[src/hw/rtl/stride_process_scheduler_top_defines.svh]
// Assertion helpers for the scheduler controller RTL.
`ifndef STRIDE_PROCESS_SCHEDULER_TOP_DEFINES_SVH
`define STRIDE_PROCESS_SCHEDULER_TOP_DEFINES_SVH

// Same-cycle implication, checked on every clock edge outside reset.
`define SPS_ASSERT_IMP(name, ante, cons, msg) \
  name: assert property (@(posedge clk) disable iff (!rst_n) (ante) |-> (cons)) \
    else $error(msg);

// Next-cycle implication, checked on every clock edge outside reset.
`define SPS_ASSERT_NXT(name, ante, cons, msg) \
  name: assert property (@(posedge clk) disable iff (!rst_n) (ante) |=> (cons)) \
    else $error(msg);

`endif

[src/hw/rtl/sps_pkg.sv]
package sps_pkg;

  // Fixed field widths.
  localparam int KIND_W    = 2;
  localparam int IN_PID_W  = 16;
  localparam int OUT_PID_W = 16;
  localparam int RATE_W    = 8;
  localparam int POL_W     = 3;
  localparam int STAMP_W   = 32;
  localparam int PASS_W    = 32;
  localparam int STRIDE_W  = 17;
  localparam int SHARE_W   = 7;

  // Parameter defaults.
  localparam int DEF_ENTRIES  = 16;
  localparam int DEF_PID_BITS = 16;

  // Arithmetic constants.
  localparam logic [STRIDE_W-1:0] FULL_SCALE = 17'd100000;
  localparam int PERCENT = 100;

  // Item kinds.
  localparam logic [KIND_W-1:0] KIND_START = 2'd0;
  localparam logic [KIND_W-1:0] KIND_END   = 2'd1;
  localparam logic [KIND_W-1:0] KIND_SCHED = 2'd2;
  localparam logic [KIND_W-1:0] KIND_REQ   = 2'd3;

  // Policies.
  localparam logic [POL_W-1:0] POL_FIRST  = 3'd0;
  localparam logic [POL_W-1:0] POL_OLDEST = 3'd1;
  localparam logic [POL_W-1:0] POL_NEWEST = 3'd2;
  localparam logic [POL_W-1:0] POL_ROUND  = 3'd3;
  localparam logic [POL_W-1:0] POL_STRIDE = 3'd4;

  // Divider jobs.
  localparam logic [1:0] DIV_EACH = 2'd0;
  localparam logic [1:0] DIV_FAIR = 2'd1;
  localparam logic [1:0] DIV_REQ  = 2'd2;

  // Per-entry fields besides the process id.
  typedef struct packed {
    logic [STAMP_W-1:0]  stamp;
    logic [PASS_W-1:0]   pass;
    logic [STRIDE_W-1:0] stride;
    logic [SHARE_W-1:0]  share;
  } entry_t;

  // Commands from the controller to the datapath.
  typedef struct packed {
    logic       load;
    logic       scan_go;
    logic       scan_upd;
    logic       wr_new;
    logic       clr_valid;
    logic       sched_take;
    logic       div_go;
    logic [1:0] div_sel;
    logic       out_load;
    logic       out_ok;
  } cmd_t;

  // Status from the datapath to the controller.
  typedef struct packed {
    logic              scan_done;
    logic              div_done;
    logic              start_ok;
    logic              end_ok;
    logic              req_ok;
    logic              sched_ok;
    logic              stride_pol;
    logic [KIND_W-1:0] kind;
  } sts_t;

endpackage

[src/hw/rtl/stride_process_scheduler_top.sv]
// Process table scheduler: start, end, schedule and rate-request items each give one result
// (ok, chosen_pid). Every item walks the table once, one entry per cycle through the entry
// memory read port. Under the stride policy a successful start or end, or a granted request,
// also runs three divisions on the shared serial divider and a second walk that rewrites
// each valid entry. One item is in work at a time; a finished result waits in the output
// register while the next item is taken. The policy register should be written only while
// the block is idle.
module stride_process_scheduler_top #(
  parameter int ENTRIES  = sps_pkg::DEF_ENTRIES,
  parameter int PID_BITS = sps_pkg::DEF_PID_BITS
) (
  input  logic                          clk,
  input  logic                          rst_n,
  input  logic                          in_valid,
  output logic                          in_ready,
  input  logic [sps_pkg::KIND_W-1:0]    in_kind,
  input  logic [sps_pkg::IN_PID_W-1:0]  in_pid,
  input  logic [sps_pkg::RATE_W-1:0]    in_rate,
  output logic                          out_valid,
  input  logic                          out_ready,
  output logic                          out_ok,
  output logic [sps_pkg::OUT_PID_W-1:0] out_chosen_pid,
  input  logic                          cfg_valid,
  output logic                          cfg_ready,
  input  logic [sps_pkg::POL_W-1:0]     cfg_policy
);
  import sps_pkg::*;

  cmd_t cmd;
  sts_t sts;

  assign cfg_ready = 1'b1;

  sps_ctrl u_ctrl (
    .clk       (clk),
    .rst_n     (rst_n),
    .in_valid  (in_valid),
    .in_ready  (in_ready),
    .out_valid (out_valid),
    .out_ready (out_ready),
    .out_ok    (out_ok),
    .sts       (sts),
    .cmd       (cmd)
  );

  sps_dp #(
    .ENTRIES  (ENTRIES),
    .PID_BITS (PID_BITS)
  ) u_dp (
    .clk            (clk),
    .rst_n          (rst_n),
    .in_kind        (in_kind),
    .in_pid         (in_pid),
    .in_rate        (in_rate),
    .cfg_wr         (cfg_valid),
    .cfg_policy     (cfg_policy),
    .cmd            (cmd),
    .sts            (sts),
    .out_chosen_pid (out_chosen_pid)
  );

endmodule

[src/hw/rtl/sps_ram.sv]
module sps_ram #(
  parameter int WIDTH = 8,
  parameter int DEPTH = 16
) (
  input  logic                     clk,
  input  logic                     we,
  input  logic [$clog2(DEPTH)-1:0] waddr,
  input  logic [WIDTH-1:0]         wdata,
  input  logic [$clog2(DEPTH)-1:0] raddr,
  output logic [WIDTH-1:0]         rdata
);

  logic [WIDTH-1:0] mem [DEPTH];

  // One write port, one registered read port.
  always_ff @(posedge clk) begin
    if (we) begin
      mem[waddr] <= wdata;
    end
    rdata <= mem[raddr];
  end

endmodule

[src/hw/rtl/sps_div.sv]
module sps_div #(
  parameter int DVW = 7
) (
  input  logic                         clk,
  input  logic                         rst_n,
  input  logic                         start,
  input  logic [sps_pkg::STRIDE_W-1:0] numer,
  input  logic [DVW-1:0]               denom,
  output logic                         done,
  output logic [sps_pkg::STRIDE_W-1:0] quot
);
  import sps_pkg::*;

  localparam int STEP_W = $clog2(STRIDE_W);

  logic              busy_r;
  logic [STEP_W-1:0] step_r;
  logic [STRIDE_W-1:0] num_r;
  logic [STRIDE_W-1:0] q_r;
  logic [DVW-1:0]    rem_r;
  logic [DVW-1:0]    den_r;
  logic              done_r;
  logic [DVW:0]      trial;
  logic              fits;

  // One quotient bit per cycle, restoring form.
  assign trial = {rem_r, num_r[STRIDE_W-1]};
  assign fits  = trial >= {1'b0, den_r};

  always_ff @(posedge clk) begin
    if (!rst_n) begin
      busy_r <= 1'b0;
      done_r <= 1'b0;
      step_r <= '0;
    end else begin
      done_r <= 1'b0;
      if (start) begin
        busy_r <= 1'b1;
        step_r <= '0;
      end else if (busy_r) begin
        if (step_r == STEP_W'(STRIDE_W - 1)) begin
          busy_r <= 1'b0;
          done_r <= 1'b1;
        end
        step_r <= step_r + 1'b1;
      end
    end
  end

  // Payload of the division.
  always_ff @(posedge clk) begin
    if (start) begin
      num_r <= numer;
      den_r <= denom;
      rem_r <= '0;
      q_r   <= '0;
    end else if (busy_r) begin
      num_r <= {num_r[STRIDE_W-2:0], 1'b0};
      q_r   <= {q_r[STRIDE_W-2:0], fits};
      rem_r <= fits ? DVW'(trial - {1'b0, den_r}) : trial[DVW-1:0];
    end
  end

  assign done = done_r;
  assign quot = q_r;

endmodule

[src/hw/rtl/sps_dp.sv]
module sps_dp #(
  parameter int ENTRIES  = sps_pkg::DEF_ENTRIES,
  parameter int PID_BITS = sps_pkg::DEF_PID_BITS
) (
  input  logic                          clk,
  input  logic                          rst_n,
  input  logic [sps_pkg::KIND_W-1:0]    in_kind,
  input  logic [sps_pkg::IN_PID_W-1:0]  in_pid,
  input  logic [sps_pkg::RATE_W-1:0]    in_rate,
  input  logic                          cfg_wr,
  input  logic [sps_pkg::POL_W-1:0]     cfg_policy,
  input  sps_pkg::cmd_t                 cmd,
  output sps_pkg::sts_t                 sts,
  output logic [sps_pkg::OUT_PID_W-1:0] out_chosen_pid
);
  import sps_pkg::*;

  localparam int IDXW   = $clog2(ENTRIES);
  localparam int CW     = $clog2(ENTRIES + 1);
  localparam int TW     = $clog2(PERCENT * ENTRIES + 1) + 1;
  localparam int DVW    = (CW > SHARE_W) ? CW : SHARE_W;
  localparam int EW     = $bits(entry_t);
  localparam int WORD_W = PID_BITS + EW;

  // Item and control registers.
  logic [POL_W-1:0]    policy_r;
  logic [KIND_W-1:0]   kind_r;
  logic [PID_BITS-1:0] pid_r;
  logic [RATE_W-1:0]   rate_r;
  logic [STAMP_W-1:0]  cnt_r;
  logic [IDXW-1:0]     rp_r;
  logic [ENTRIES-1:0]  valid_r;

  // Scan sequencing.
  logic            run_r;
  logic [IDXW-1:0] sidx_r;
  logic            pv_r;
  logic [IDXW-1:0] pidx_r;
  logic            upd_r;

  // Gathered statistics.
  logic                free_f_r, mat_f_r, any_r, fst_f_r, ge_f_r, best_f_r;
  logic [IDXW-1:0]     free_idx_r, mat_idx_r, fst_idx_r, ge_idx_r, best_idx_r;
  logic [SHARE_W-1:0]  mat_share_r;
  logic [CW-1:0]       call_r, cnm_r;
  logic [TW-1:0]       tall_r, tnm_r;
  logic [PID_BITS-1:0] fst_pid_r, ge_pid_r, best_pid_r;
  entry_t              best_e_r;

  // Division results.
  logic [1:0]          dsel_r;
  logic [SHARE_W-1:0]  each_r;
  logic [STRIDE_W-1:0] fair_r, reqs_r;

  logic [WORD_W-1:0]   rdata;
  logic [PID_BITS-1:0] rd_pid;
  entry_t              rd_e, upd_e, sch_e;
  logic                rd_v, rd_match, better;
  logic [STAMP_W-1:0]  pid_ext;
  logic [STAMP_W-1:0]  chosen_ext;
  logic [PID_BITS-1:0] chosen_pid;
  logic [IDXW-1:0]     chosen_idx;
  logic                sched_ok;
  logic [TW-1:0]       taken_sel;
  logic [CW-1:0]       count_sel;
  logic [SHARE_W-1:0]  left;
  logic [STRIDE_W-1:0] div_num, div_q;
  logic [DVW-1:0]      div_den;
  logic                div_done;
  logic [STRIDE_W-1:0] fair_eff;
  logic [PASS_W:0]     pass_sum;
  logic                ram_we;
  logic [IDXW-1:0]     ram_waddr;
  logic [WORD_W-1:0]   ram_wdata;
  logic                scan_done;

  assign pid_ext = STAMP_W'(in_pid);

  // Policy register and item capture.
  always_ff @(posedge clk) begin
    if (!rst_n) begin
      policy_r <= POL_STRIDE;
      cnt_r    <= '0;
      rp_r     <= '0;
      valid_r  <= '0;
    end else begin
      if (cfg_wr) begin
        policy_r <= cfg_policy;
      end
      if (cmd.load && in_kind == KIND_START) begin
        cnt_r <= cnt_r + 1'b1;
      end
      if (cmd.wr_new) begin
        valid_r[free_idx_r] <= 1'b1;
      end
      if (cmd.clr_valid) begin
        valid_r[mat_idx_r] <= 1'b0;
      end
      if (cmd.sched_take && policy_r == POL_ROUND) begin
        rp_r <= (chosen_idx == IDXW'(ENTRIES - 1)) ? '0 : chosen_idx + 1'b1;
      end
    end
  end

  always_ff @(posedge clk) begin
    if (cmd.load) begin
      kind_r <= in_kind;
      pid_r  <= pid_ext[PID_BITS-1:0];
      rate_r <= in_rate;
    end
  end

  // Table walk: one read issued per cycle, its data handled in the cycle after.
  always_ff @(posedge clk) begin
    if (!rst_n) begin
      run_r <= 1'b0;
      pv_r  <= 1'b0;
      upd_r <= 1'b0;
    end else begin
      pv_r <= run_r;
      if (cmd.scan_go) begin
        run_r <= 1'b1;
        upd_r <= cmd.scan_upd;
      end else if (run_r && sidx_r == IDXW'(ENTRIES - 1)) begin
        run_r <= 1'b0;
      end
    end
  end

  always_ff @(posedge clk) begin
    pidx_r <= sidx_r;
    if (cmd.scan_go) begin
      sidx_r <= '0;
    end else if (run_r) begin
      sidx_r <= sidx_r + 1'b1;
    end
  end

  assign scan_done = pv_r && pidx_r == IDXW'(ENTRIES - 1);

  // Entry store.
  sps_ram #(
    .WIDTH (WORD_W),
    .DEPTH (ENTRIES)
  ) u_ram (
    .clk   (clk),
    .we    (ram_we),
    .waddr (ram_waddr),
    .wdata (ram_wdata),
    .raddr (sidx_r),
    .rdata (rdata)
  );

  assign rd_pid   = rdata[WORD_W-1 -: PID_BITS];
  assign rd_e     = entry_t'(rdata[EW-1:0]);
  assign rd_v     = valid_r[pidx_r];
  assign rd_match = rd_pid == pid_r;

  // Ordering of a candidate against the current best.
  always_comb begin
    case (policy_r)
      POL_OLDEST: better = rd_e.stamp < best_e_r.stamp;
      POL_NEWEST: better = rd_e.stamp > best_e_r.stamp;
      default:    better = rd_e.pass < best_e_r.pass;
    endcase
  end

  // Gather pass statistics.
  always_ff @(posedge clk) begin
    if (cmd.scan_go && !cmd.scan_upd) begin
      free_f_r <= 1'b0;
      mat_f_r  <= 1'b0;
      any_r    <= 1'b0;
      fst_f_r  <= 1'b0;
      ge_f_r   <= 1'b0;
      best_f_r <= 1'b0;
      call_r   <= '0;
      cnm_r    <= '0;
      tall_r   <= '0;
      tnm_r    <= '0;
    end else if (pv_r && !upd_r) begin
      if (!rd_v) begin
        if (!free_f_r) begin
          free_f_r   <= 1'b1;
          free_idx_r <= pidx_r;
        end
      end else begin
        if (rd_match) begin
          any_r <= 1'b1;
          if (!mat_f_r) begin
            mat_f_r     <= 1'b1;
            mat_idx_r   <= pidx_r;
            mat_share_r <= rd_e.share;
          end
        end
        if (rd_e.share == '0) begin
          call_r <= call_r + 1'b1;
        end else begin
          tall_r <= tall_r + TW'(rd_e.share);
        end
        if (!rd_match) begin
          if (rd_e.share == '0) begin
            cnm_r <= cnm_r + 1'b1;
          end else begin
            tnm_r <= tnm_r + TW'(rd_e.share);
          end
        end
        if (!fst_f_r) begin
          fst_f_r   <= 1'b1;
          fst_idx_r <= pidx_r;
          fst_pid_r <= rd_pid;
        end
        if (!ge_f_r && pidx_r >= rp_r) begin
          ge_f_r   <= 1'b1;
          ge_idx_r <= pidx_r;
          ge_pid_r <= rd_pid;
        end
        if (!best_f_r || better) begin
          best_f_r   <= 1'b1;
          best_idx_r <= pidx_r;
          best_pid_r <= rd_pid;
          best_e_r   <= rd_e;
        end
      end
    end
  end

  // Share totals after the change this item makes.
  always_comb begin
    case (kind_r)
      KIND_START: begin
        taken_sel = tall_r;
        count_sel = call_r + 1'b1;
      end
      KIND_END: begin
        if (mat_share_r == '0) begin
          taken_sel = tall_r;
          count_sel = call_r - 1'b1;
        end else begin
          taken_sel = tall_r - TW'(mat_share_r);
          count_sel = call_r;
        end
      end
      default: begin
        taken_sel = tnm_r + TW'(rate_r);
        count_sel = cnm_r;
      end
    endcase
    left = (taken_sel >= TW'(PERCENT)) ? '0 : SHARE_W'(TW'(PERCENT) - taken_sel);
  end

  // Divider operands. The fair-share division starts in the cycle the per-entry
  // share comes out of the divider, so it takes that share straight from the quotient.
  always_comb begin
    case (cmd.div_sel)
      DIV_EACH: begin
        div_num = STRIDE_W'(left);
        div_den = DVW'(count_sel);
      end
      DIV_FAIR: begin
        div_num = FULL_SCALE;
        div_den = DVW'(div_q[SHARE_W-1:0]);
      end
      default: begin
        div_num = FULL_SCALE;
        div_den = DVW'(rate_r[SHARE_W-1:0]);
      end
    endcase
  end

  sps_div #(
    .DVW (DVW)
  ) u_div (
    .clk   (clk),
    .rst_n (rst_n),
    .start (cmd.div_go),
    .numer (div_num),
    .denom (div_den),
    .done  (div_done),
    .quot  (div_q)
  );

  always_ff @(posedge clk) begin
    if (cmd.div_go) begin
      dsel_r <= cmd.div_sel;
    end
    if (div_done) begin
      case (dsel_r)
        DIV_EACH: each_r <= div_q[SHARE_W-1:0];
        DIV_FAIR: fair_r <= div_q;
        default:  reqs_r <= div_q;
      endcase
    end
  end

  assign fair_eff = (each_r == '0) ? FULL_SCALE : fair_r;

  // Update pass: clear passes, refresh strides, place request and new entry.
  always_comb begin
    upd_e      = rd_e;
    upd_e.pass = '0;
    if (kind_r == KIND_REQ && rd_match) begin
      upd_e.share  = rate_r[SHARE_W-1:0];
      upd_e.stride = reqs_r;
      upd_e.pass   = PASS_W'(reqs_r);
    end else if (rd_e.share == '0) begin
      upd_e.stride = fair_eff;
    end
    if (kind_r == KIND_START && pidx_r == free_idx_r) begin
      upd_e.pass = PASS_W'(upd_e.stride);
    end
  end

  // Winner of a schedule decision.
  always_comb begin
    case (policy_r)
      POL_FIRST: begin
        chosen_pid = fst_pid_r;
        chosen_idx = fst_idx_r;
      end
      POL_ROUND: begin
        chosen_pid = ge_f_r ? ge_pid_r : fst_pid_r;
        chosen_idx = ge_f_r ? ge_idx_r : fst_idx_r;
      end
      default: begin
        chosen_pid = best_pid_r;
        chosen_idx = best_idx_r;
      end
    endcase
    case (policy_r)
      POL_FIRST, POL_ROUND:               sched_ok = fst_f_r;
      POL_OLDEST, POL_NEWEST, POL_STRIDE: sched_ok = best_f_r;
      default:                            sched_ok = 1'b0;
    endcase
  end

  // Saturating pass advance of the stride winner.
  always_comb begin
    pass_sum = {1'b0, best_e_r.pass} + (PASS_W + 1)'(best_e_r.stride);
    sch_e    = best_e_r;
    sch_e.pass = pass_sum[PASS_W] ? '1 : pass_sum[PASS_W-1:0];
  end

  // Store write port.
  always_comb begin
    ram_we    = 1'b0;
    ram_waddr = pidx_r;
    ram_wdata = {rd_pid, upd_e};
    if (cmd.wr_new) begin
      ram_we    = 1'b1;
      ram_waddr = free_idx_r;
      ram_wdata = {pid_r, cnt_r, {(EW - STAMP_W){1'b0}}};
    end else if (cmd.sched_take && policy_r == POL_STRIDE) begin
      ram_we    = 1'b1;
      ram_waddr = best_idx_r;
      ram_wdata = {best_pid_r, sch_e};
    end else if (pv_r && upd_r && rd_v) begin
      ram_we    = 1'b1;
    end
  end

  // Result payload register.
  assign chosen_ext = STAMP_W'(chosen_pid);
  always_ff @(posedge clk) begin
    if (cmd.out_load) begin
      out_chosen_pid <= (cmd.out_ok && kind_r == KIND_SCHED) ?
                        chosen_ext[OUT_PID_W-1:0] : '0;
    end
  end

  assign sts.scan_done  = scan_done;
  assign sts.div_done   = div_done;
  assign sts.start_ok   = free_f_r;
  assign sts.end_ok     = mat_f_r;
  assign sts.req_ok     = policy_r == POL_STRIDE && rate_r != '0 && any_r &&
                          (tnm_r + TW'(rate_r)) <= TW'(PERCENT);
  assign sts.sched_ok   = sched_ok;
  assign sts.stride_pol = policy_r == POL_STRIDE;
  assign sts.kind       = kind_r;

endmodule

[src/hw/rtl/sps_ctrl.sv]
`include "stride_process_scheduler_top_defines.svh"

module sps_ctrl (
  input  logic          clk,
  input  logic          rst_n,
  input  logic          in_valid,
  output logic          in_ready,
  output logic          out_valid,
  input  logic          out_ready,
  output logic          out_ok,
  input  sps_pkg::sts_t sts,
  output sps_pkg::cmd_t cmd
);
  import sps_pkg::*;

  localparam logic [2:0] S_IDLE   = 3'd0;
  localparam logic [2:0] S_GATHER = 3'd1;
  localparam logic [2:0] S_DECIDE = 3'd2;
  localparam logic [2:0] S_DIV    = 3'd3;
  localparam logic [2:0] S_UPDATE = 3'd4;
  localparam logic [2:0] S_RESP   = 3'd5;

  logic [2:0] state_r, state_nxt;
  logic [1:0] dstep_r, dstep_nxt;
  logic       ok_r, ok_nxt;
  logic       out_valid_r, out_ok_r;

  // Sequencer for one item.
  always_comb begin
    state_nxt = state_r;
    dstep_nxt = dstep_r;
    ok_nxt    = ok_r;
    cmd       = '0;
    case (state_r)
      S_IDLE: begin
        if (in_valid) begin
          cmd.load    = 1'b1;
          cmd.scan_go = 1'b1;
          state_nxt   = S_GATHER;
        end
      end
      S_GATHER: begin
        if (sts.scan_done) begin
          state_nxt = S_DECIDE;
        end
      end
      S_DECIDE: begin
        ok_nxt    = 1'b0;
        state_nxt = S_RESP;
        dstep_nxt = '0;
        case (sts.kind)
          KIND_START: begin
            if (sts.start_ok) begin
              ok_nxt     = 1'b1;
              cmd.wr_new = 1'b1;
              if (sts.stride_pol) begin
                cmd.div_go = 1'b1;
                state_nxt  = S_DIV;
              end
            end
          end
          KIND_END: begin
            if (sts.end_ok) begin
              ok_nxt        = 1'b1;
              cmd.clr_valid = 1'b1;
              if (sts.stride_pol) begin
                cmd.div_go = 1'b1;
                state_nxt  = S_DIV;
              end
            end
          end
          KIND_SCHED: begin
            if (sts.sched_ok) begin
              ok_nxt         = 1'b1;
              cmd.sched_take = 1'b1;
            end
          end
          default: begin
            if (sts.req_ok) begin
              ok_nxt     = 1'b1;
              cmd.div_go = 1'b1;
              state_nxt  = S_DIV;
            end
          end
        endcase
        cmd.div_sel = DIV_EACH;
      end
      S_DIV: begin
        cmd.div_sel = dstep_r + 1'b1;
        if (sts.div_done) begin
          if (dstep_r == DIV_REQ) begin
            cmd.scan_go  = 1'b1;
            cmd.scan_upd = 1'b1;
            state_nxt    = S_UPDATE;
          end else begin
            cmd.div_go = 1'b1;
            dstep_nxt  = dstep_r + 1'b1;
          end
        end
      end
      S_UPDATE: begin
        if (sts.scan_done) begin
          state_nxt = S_RESP;
        end
      end
      S_RESP: begin
        if (!out_valid_r || out_ready) begin
          cmd.out_load = 1'b1;
          cmd.out_ok   = ok_r;
          state_nxt    = S_IDLE;
        end
      end
      default: begin
        state_nxt = S_IDLE;
      end
    endcase
  end

  always_ff @(posedge clk) begin
    if (!rst_n) begin
      state_r     <= S_IDLE;
      dstep_r     <= '0;
      ok_r        <= 1'b0;
      out_valid_r <= 1'b0;
    end else begin
      state_r <= state_nxt;
      dstep_r <= dstep_nxt;
      ok_r    <= ok_nxt;
      if (cmd.out_load) begin
        out_valid_r <= 1'b1;
      end else if (out_ready) begin
        out_valid_r <= 1'b0;
      end
    end
  end

  // Result flag register.
  always_ff @(posedge clk) begin
    if (cmd.out_load) begin
      out_ok_r <= ok_r;
    end
  end

  assign in_ready  = state_r == S_IDLE;
  assign out_valid = out_valid_r;
  assign out_ok    = out_ok_r;

  `SPS_ASSERT_IMP(a_one_write, 1'b1, $onehot0({cmd.wr_new, cmd.clr_valid, cmd.sched_take}), "table writes collide")
  `SPS_ASSERT_IMP(a_div_phase, sts.div_done, state_r == S_DIV, "division finished outside its phase")
  `SPS_ASSERT_IMP(a_scan_phase, sts.scan_done, state_r == S_GATHER || state_r == S_UPDATE, "table walk outside a scan phase")
  `SPS_ASSERT_NXT(a_upd_resp, state_r == S_UPDATE && sts.scan_done, state_r == S_RESP && ok_r, "update pass did not end in a good result")

endmodule
[config.mk]
export PLATFORM = sky130hd
export DESIGN_NAME = stride_process_scheduler_top
export DESIGN_NICKNAME = d
export VERILOG_FILES = /design/src/hw/rtl/sps_pkg.sv /design/src/hw/rtl/stride_process_scheduler_top.sv /design/src/hw/rtl/sps_ram.sv /design/src/hw/rtl/sps_div.sv /design/src/hw/rtl/sps_dp.sv /design/src/hw/rtl/sps_ctrl.sv
export VERILOG_INCLUDE_DIRS = /design/src /design/src/hw/rtl
export SDC_FILE = /design/constraint.sdc
export NUM_CORES = 2
export LEC_CHECK = 0
export ABC_AREA = 1
export CORE_ASPECT_RATIO = 1.2
export CORE_MARGIN = 2
export CORE_UTILIZATION = 45
export CTS_CLUSTER_SIZE = 8
export DETAILED_ROUTE_END_ITERATION = 16
export DONT_BUFFER_PORTS = 1
export GPL_TIMING_DRIVEN = 1
export SLEW_MARGIN = 25
export SYNTH_ARGS = -nofsm -noshare
export SYNTH_HDL_FRONTEND = slang
export SYNTH_SLANG_ARGS = --single-unit
[constraint.sdc]
create_clock -name clk -period 8.69 [get_ports clk]
set_input_delay 0.4345 -clock clk [delete_from_list [all_inputs] [get_ports clk]]
set_output_delay 0.4345 -clock clk [all_outputs]
set_load 0.03 [all_outputs]
# After elaboration in Yosys (flattened, before gate mapping)
# Memory sizes are Yosys's and may differ from the RTL's. A register that Yosys moved wholly into a read port is not among the register bits.
# Index checks and enable logic that the tools add are counted.
[op_classes]
order_cmp = 12
bitwise_logic = 13
n_mux = 89
reduce_logical = 63
addsub = 15
n_eq_ne = 28
[ops]
columns = ["operator", "count"]
rows = [
  ["104-bit 2-to-1 mux", 2],
  ["17-bit 2-to-1 mux", 8],
  ["32-bit < comparator", 2],
  ["16-bit 2-to-1 mux", 4],
  ["32-bit by 17-bit adder with 33-bit output", 1],
  ["3-bit 2-to-1 mux", 11],
  ["32-bit by 1-bit adder with 32-bit output (second input constant)", 1],
  ["32-bit > comparator", 1],
  ["32-bit 2-to-1 mux", 1],
  ["16-bit one-hot mux with 2 select lines", 1],
  ["1-bit 2-to-1 mux", 30],
  ["12-bit by 7-bit adder with 12-bit output", 2],
  ["12-bit one-hot mux with 2 select lines", 1],
  ["4-bit AND reduction", 6],
  ["7-bit logical NOT", 3],
  ["7-bit 2-to-1 mux", 3],
  ["1-bit logical AND", 18],
  ["3-bit one-hot mux with 6 select lines", 1],
  ["3-bit AND reduction", 6],
  ["16-bit bitwise AND", 1],
  ["16-bit equality test", 1],
  ["4-bit 2-to-1 mux", 4],
  ["16-bit inverter", 1],
  ["16-bit bitwise OR", 1],
  ["other kinds (49)", 110],
]
[word_totals]
out_inout_bits = 20
register_bits = 416
memories = 1
ramBits = 1664
in_bits = 34
wordCells = 272
[memory_table]
columns = ["name", "words", "word_bits", "rd", "rd_clocked_by_memory_dff", "write_ports", "line_no", "rtl"]
rows = [
  ["u_dp.u_ram.mem", 16, 104, 1, 1, 1, "sps_ram.sv:13", "logic [WIDTH-1:0] mem [DEPTH];"],
]

# Logic depth before layout (Yosys ltp)
[depth]
depth_word = 11
depth_mapped = 19
depth_no_buf = 18

# By module
# From an unflattened synthesis, not the netlist that was laid out.
[unflattened]
cells_unflattened = 9760
hier_area_um2 = 97121.9
[modules_own_cells]
columns = ["module", "instances", "cells_each", "area_per_inst_um2", "seq_area_each_um2"]
rows = [
  ["sps_ram", 1, 6824, 73207.7, 52049.9],
  ["sps_dp", 1, 2540, 20783.7, 9549.2],
  ["sps_div", 1, 287, 2473.6, 1341.3],
  ["sps_ctrl", 1, 107, 645.6, 170.2],
  ["stride_process_scheduler_top", 1, 2, 11.3, 0.0],
]

# Worst setup path after synthesis
# Ideal clock, no wire load.
[synth_path]
path_type = "register -> register"
start = "reg u_dp.kind_r[1]"
end = "mem u_dp.u_ram.mem[5][0] in the netlist's numbering (enable)"
path_buffers = 0
period_less_slack_ps = 6593
path_stages_with_launch = 12
t_arrival_ps = 6025
slack_ps = 2097
t_required_ps = 8122
path_cell_list = "edfxtp_1 -> nor2_4 -> inv_2 -> nor2_1 -> inv_2 -> nor2_4 -> inv_2 -> nor2_1 -> nor2_1 -> o21ai_1 -> nand3_1 -> nor2_1"
[synth_between]
elab_chain_len = 8
elab_cells_between_ends = 12
[synth_lines]
columns = ["element", "line_no", "rtl"]
rows = [
  ["from (decl)", "sps_dp.sv:27", "logic [KIND_W-1:0] kind_r;"],
  ["from (signal assigned)", "sps_dp.sv:107", "kind_r <= in_kind;"],
  ["2-bit equality test", "sps_ctrl.sv:51", "case (sts.kind)"],
  ["1-bit 2-to-1 mux", "sps_ctrl.sv:51", ""],
  ["3-bit 2-to-1 mux (*)", "sps_ctrl.sv:34", "case (state_r)"],
  ["1-bit logical AND", "sps_dp.sv:353", "end else if (cmd.sched_take && policy_r == POL_STRIDE) begin"],
  ["1-bit 2-to-1 mux", "sps_dp.sv:353", ""],
  ["1-bit 2-to-1 mux", "sps_dp.sv:349", "if (cmd.wr_new) begin"],
  ["1-bit 2-to-1 mux", "sps_ram.sv:17", "if (we) begin"],
  ["1-bit 2-to-1 mux (implied by the code)", "sps_ram.sv:18", "mem[waddr] <= wdata;"],
  ["to (decl)", "sps_ram.sv:13", ""],
]
# Every way passes the cells marked *; elsewhere a longest branch is shown, timed or not.

# Worst setup path after layout
[layout_path]
start = "reg u_dp.kind_r[1]"
end = "mem u_dp.u_ram.mem[13][73] in the netlist's numbering (enable)"
# Same word-level chain as after synthesis.

==> run metrics <==
status=finished clean; Fill cells=16700; clk_skew=around 0.08 ns; most frequent cells in the layout=1937 x edfxtp_1, 1145 x nor2_1, 867 x nand2_1; effective utilization at floorplan=0.453; Final Wtd Congestion=0.917; CTS Buffer Depth=4; Vias/cell=5.79; first-pass GRT wire length=359 mm; yosys warns=0; WL/cell=23.5 µm; CTS buffer count=323; number of flops mapped to enable cells by yosys=1937; die height=around 490 µm; Worst Setup Start Kind=register; Min Clock Period, post-route=5.71 ns; Hold Crit Start=rst_n; Slew headroom=0.211; PortBufs=0; sequence of cells on the critical path=nor2_4 > inv_2 > nor2_1 > inv_2 > nor2_4 > inv_2 > buf_4 > nand2_2 > buf_4 > inv_2 > nand2_1 > nand3_1 > nor2_4 > buf_4; post-route clock period utilization=0.657; H-tree levels=5; cell mode on critical path=inv_2; total iterations of the first detailed-routing run=8; Clk pwr share=0.358; final number of hold-violating endpoints=0; Worst Path Buf+Inv=7; Critical Path Stages=14; hold path depth=3; Flop pwr share=0.428; most common cell after layout, fill and taps aside=edfxtp_1; Async S/R FF share, synth=0; sequential cell area fraction in the yosys report=0.703; Site Rows=roughly 180; Routed WL=239 mm; crit-path max cell delay=0.77 ns; critical path required time=a little over 9 ns; Max Fclk=175 MHz; initial antenna violation count=8; Die Wd=approximately 400 µm; Sum Neg Setup Slack=0 ns; RSZ-0062 raised after global routing=false; Switch Pwr=0.00949 W; crit path capture type=register; Critical Path Fanout Max=44; vias in the first global route=57900; worst r2r path cells=14; ANT nets after route=0; Max VDD drop=roughly 270 µV; Cell variety after synth=63; core area=0.198 mm²; slowest CP cell=nor2_4; Min-Delay Endpoint=u_dp.cnt_r[18]; Int Pwr=0.0218 W; IO Count=54; Hold Crit Class=input pin to register; Clk pin slew, worst setup/hold paths=0.06 ns; Finish-stage setup viols=0; cts repair resizes=0; DR DRC count=0; Synth Register Bits=between 2000 and 2500; Mapped Cells=around 7300; total track usage=0.232; Slew Limit Fails=0; clock latency on the worst-skew pair=0.95 ns; FF-to-FF setup slack=2.98 ns; Lkg Pwr=~34 nW; area occupied by multi-input gates=0.0240 mm²; Post-CTS Hold Buffers=34; Mapped Area=~0.090 mm²; worst hold slack=0.0823 ns; average cell area after synthesis=12.4 µm²; CP arrival=between 6 and 7 ns; die area=0.203 mm²; Sw Ratio=0.303; largest net degree at the start of global routing=207; initial DRC count=5852; share of post-route cells with drive strength above 1=0.0790; Crit Reg-Reg Startpoint=u_dp.kind_r[1]; fin nets=7504; P per Cell Area=between 300 and 400 mW/mm²; worst setup path category=register to register; Top Family by Delay on Critical Path=simple AND/OR/NAND/NOR gates; Post CTS Setup Buffer Count=0; pin slew with the least headroom to its limit=1.18 ns; Critical R2R Capture=u_dp.u_ram.mem[13][73]; predominant post-synthesis flop cell=edfxtp_1; Seq. cell area=0.0631 mm²; maxcap violations=0; Root Driver=clkbuf_16; gr ovfl total=0; dpl hpwl=approximately 130 mm; CTS tree=built; Layout area overhead=14.0%; Clock Sink Count=2184; Mapped Nets=7425; DR vias=58800; Gate power share=0.214
cells by family (layout without fill, tap and decap cells):
family	Yosys count	in the layout	synth area share
simple gates	2523	2523	0.115
other cells	1	2	0.0000418
xor+xnor	74	74	0.00722
buf+inv	758	1034	0.0331
flops	2184	2184	0.703
mux	169	169	0.0189
compound gates	1410	1410	0.103
fa+ha+maj	136	136	0.0195
synth_stat cells (54+ instances only):
cell type,number,area [µm²]
edfxtp_1,1937,58200
nor2_1,1177,4420
nand2_1,867,3250
o21ai_0,577,2890
inv_1,351,1320
nand3_1,322,1610
clkbuf_1,303,1140
o32ai_1,248,2170
dfxtp_1,247,4940
o221ai_1,195,1710
a21oi_1,189,946
mux2i_1,169,1690
ha_1,130,1630
o211ai_1,66,495
buf_2,55,275
xor2_1,54,473
tightest hold or removal path, delay by kind of cell:
family	cells	cell delay, ns
simple gates	1	0.16
buf+inv	2	0.35
power by group through the flow:
stage	logic, W	clock network (W)	registers (W)
floorplan	0.00465	0	0.0133
global placement	0.00645	0	0.0136
detailed placement	0.00659	0	0.0136
CTS	0.00665	0.0114	0.0134
global route	0.00738	0.0118	0.0134
finish	0.00669	0.0112	0.0134
final cells by class:
class                           instances  share of cell area
Sequential cell                      2184               0.617
Multi-Input combinational cell       4313               0.234
Clock buffer                          515              0.0871
Tap cell                             2624              0.0321
Timing Repair Buffer                  142              0.0147
Inverter                              370              0.0138
Clock inverter                          7            0.000819
Antenna cell                            1           0.0000245
sequential cells by signal (all words and copies together) (netlist names), 8 cells and up:
register,flops
u_dp.best_e_r,88
u_dp.best_pid_r,16
u_dp.cnt_r,32
u_dp.fair_r,17
u_dp.fst_pid_r,16
u_dp.ge_pid_r,16
u_dp.out_chosen_pid,16
u_dp.pid_r,16
u_dp.rate_r,8
u_dp.reqs_r,17
u_dp.tall_r,12
u_dp.tnm_r,12
u_dp.u_div.num_r,17
u_dp.u_div.quot,17
u_dp.u_ram.mem,1664
u_dp.u_ram.rdata,104
u_dp.valid_r,16
metal layers:
metal / up-vias / wire, µm / GRT usage / share of wire
met3: 452 / 14300 / 0.0343 / 0.060
met4: 2 / 7800 / 0.0825 / 0.033
met2: 2016 / 118000 / 0.395 / 0.50
met5: - / 7 / 0 / 0.000029
met1: 29600 / 98100 / 0.301 / 0.41
li1: 26700 / - / - / -
stage by stage:
step / util / instance area (µm²) / total power [W] / cells / setup WS, ns
3_5_place_dp: 0.468 / 92800 / 0.0202 / 9594 / 3.11
5_1_grt: 0.516 / 102000 / 0.0326 / 10200 / 2.83
3_3_place_gp: 0.468 / 92700 / 0.0200 / 9590 / 3.13
4_1_cts: 0.515 / 102000 / 0.0314 / 10200 / 3.10
6_report: 0.516 / 102000 / 0.0313 / 10200 / 2.98
2_1_floorplan: - / 89700 / 0.0179 / 7255 / 2.10
worst max-delay path by stage:
| stage | end | start | slack, ns |
|---|---|---|---|
| after CTS | u_dp.u_ram.mem[13][82] | u_dp.kind_r[1] | 3.10 |
| after detailed placement | u_dp.u_ram.mem[13][73] | u_dp.kind_r[1] | 3.11 |
| after global routing | u_dp.u_ram.mem[13][72] | u_dp.kind_r[1] | 2.83 |
| after global placement | u_dp.u_ram.mem[13][72] | u_dp.kind_r[1] | 3.13 |
| final | u_dp.u_ram.mem[13][73] | u_dp.kind_r[1] | 2.98 |
| after floorplan | u_dp.u_ram.mem[5][0] | u_dp.kind_r[1] | 2.10 |
Note: power is estimated with default switching activity, not from simulation.
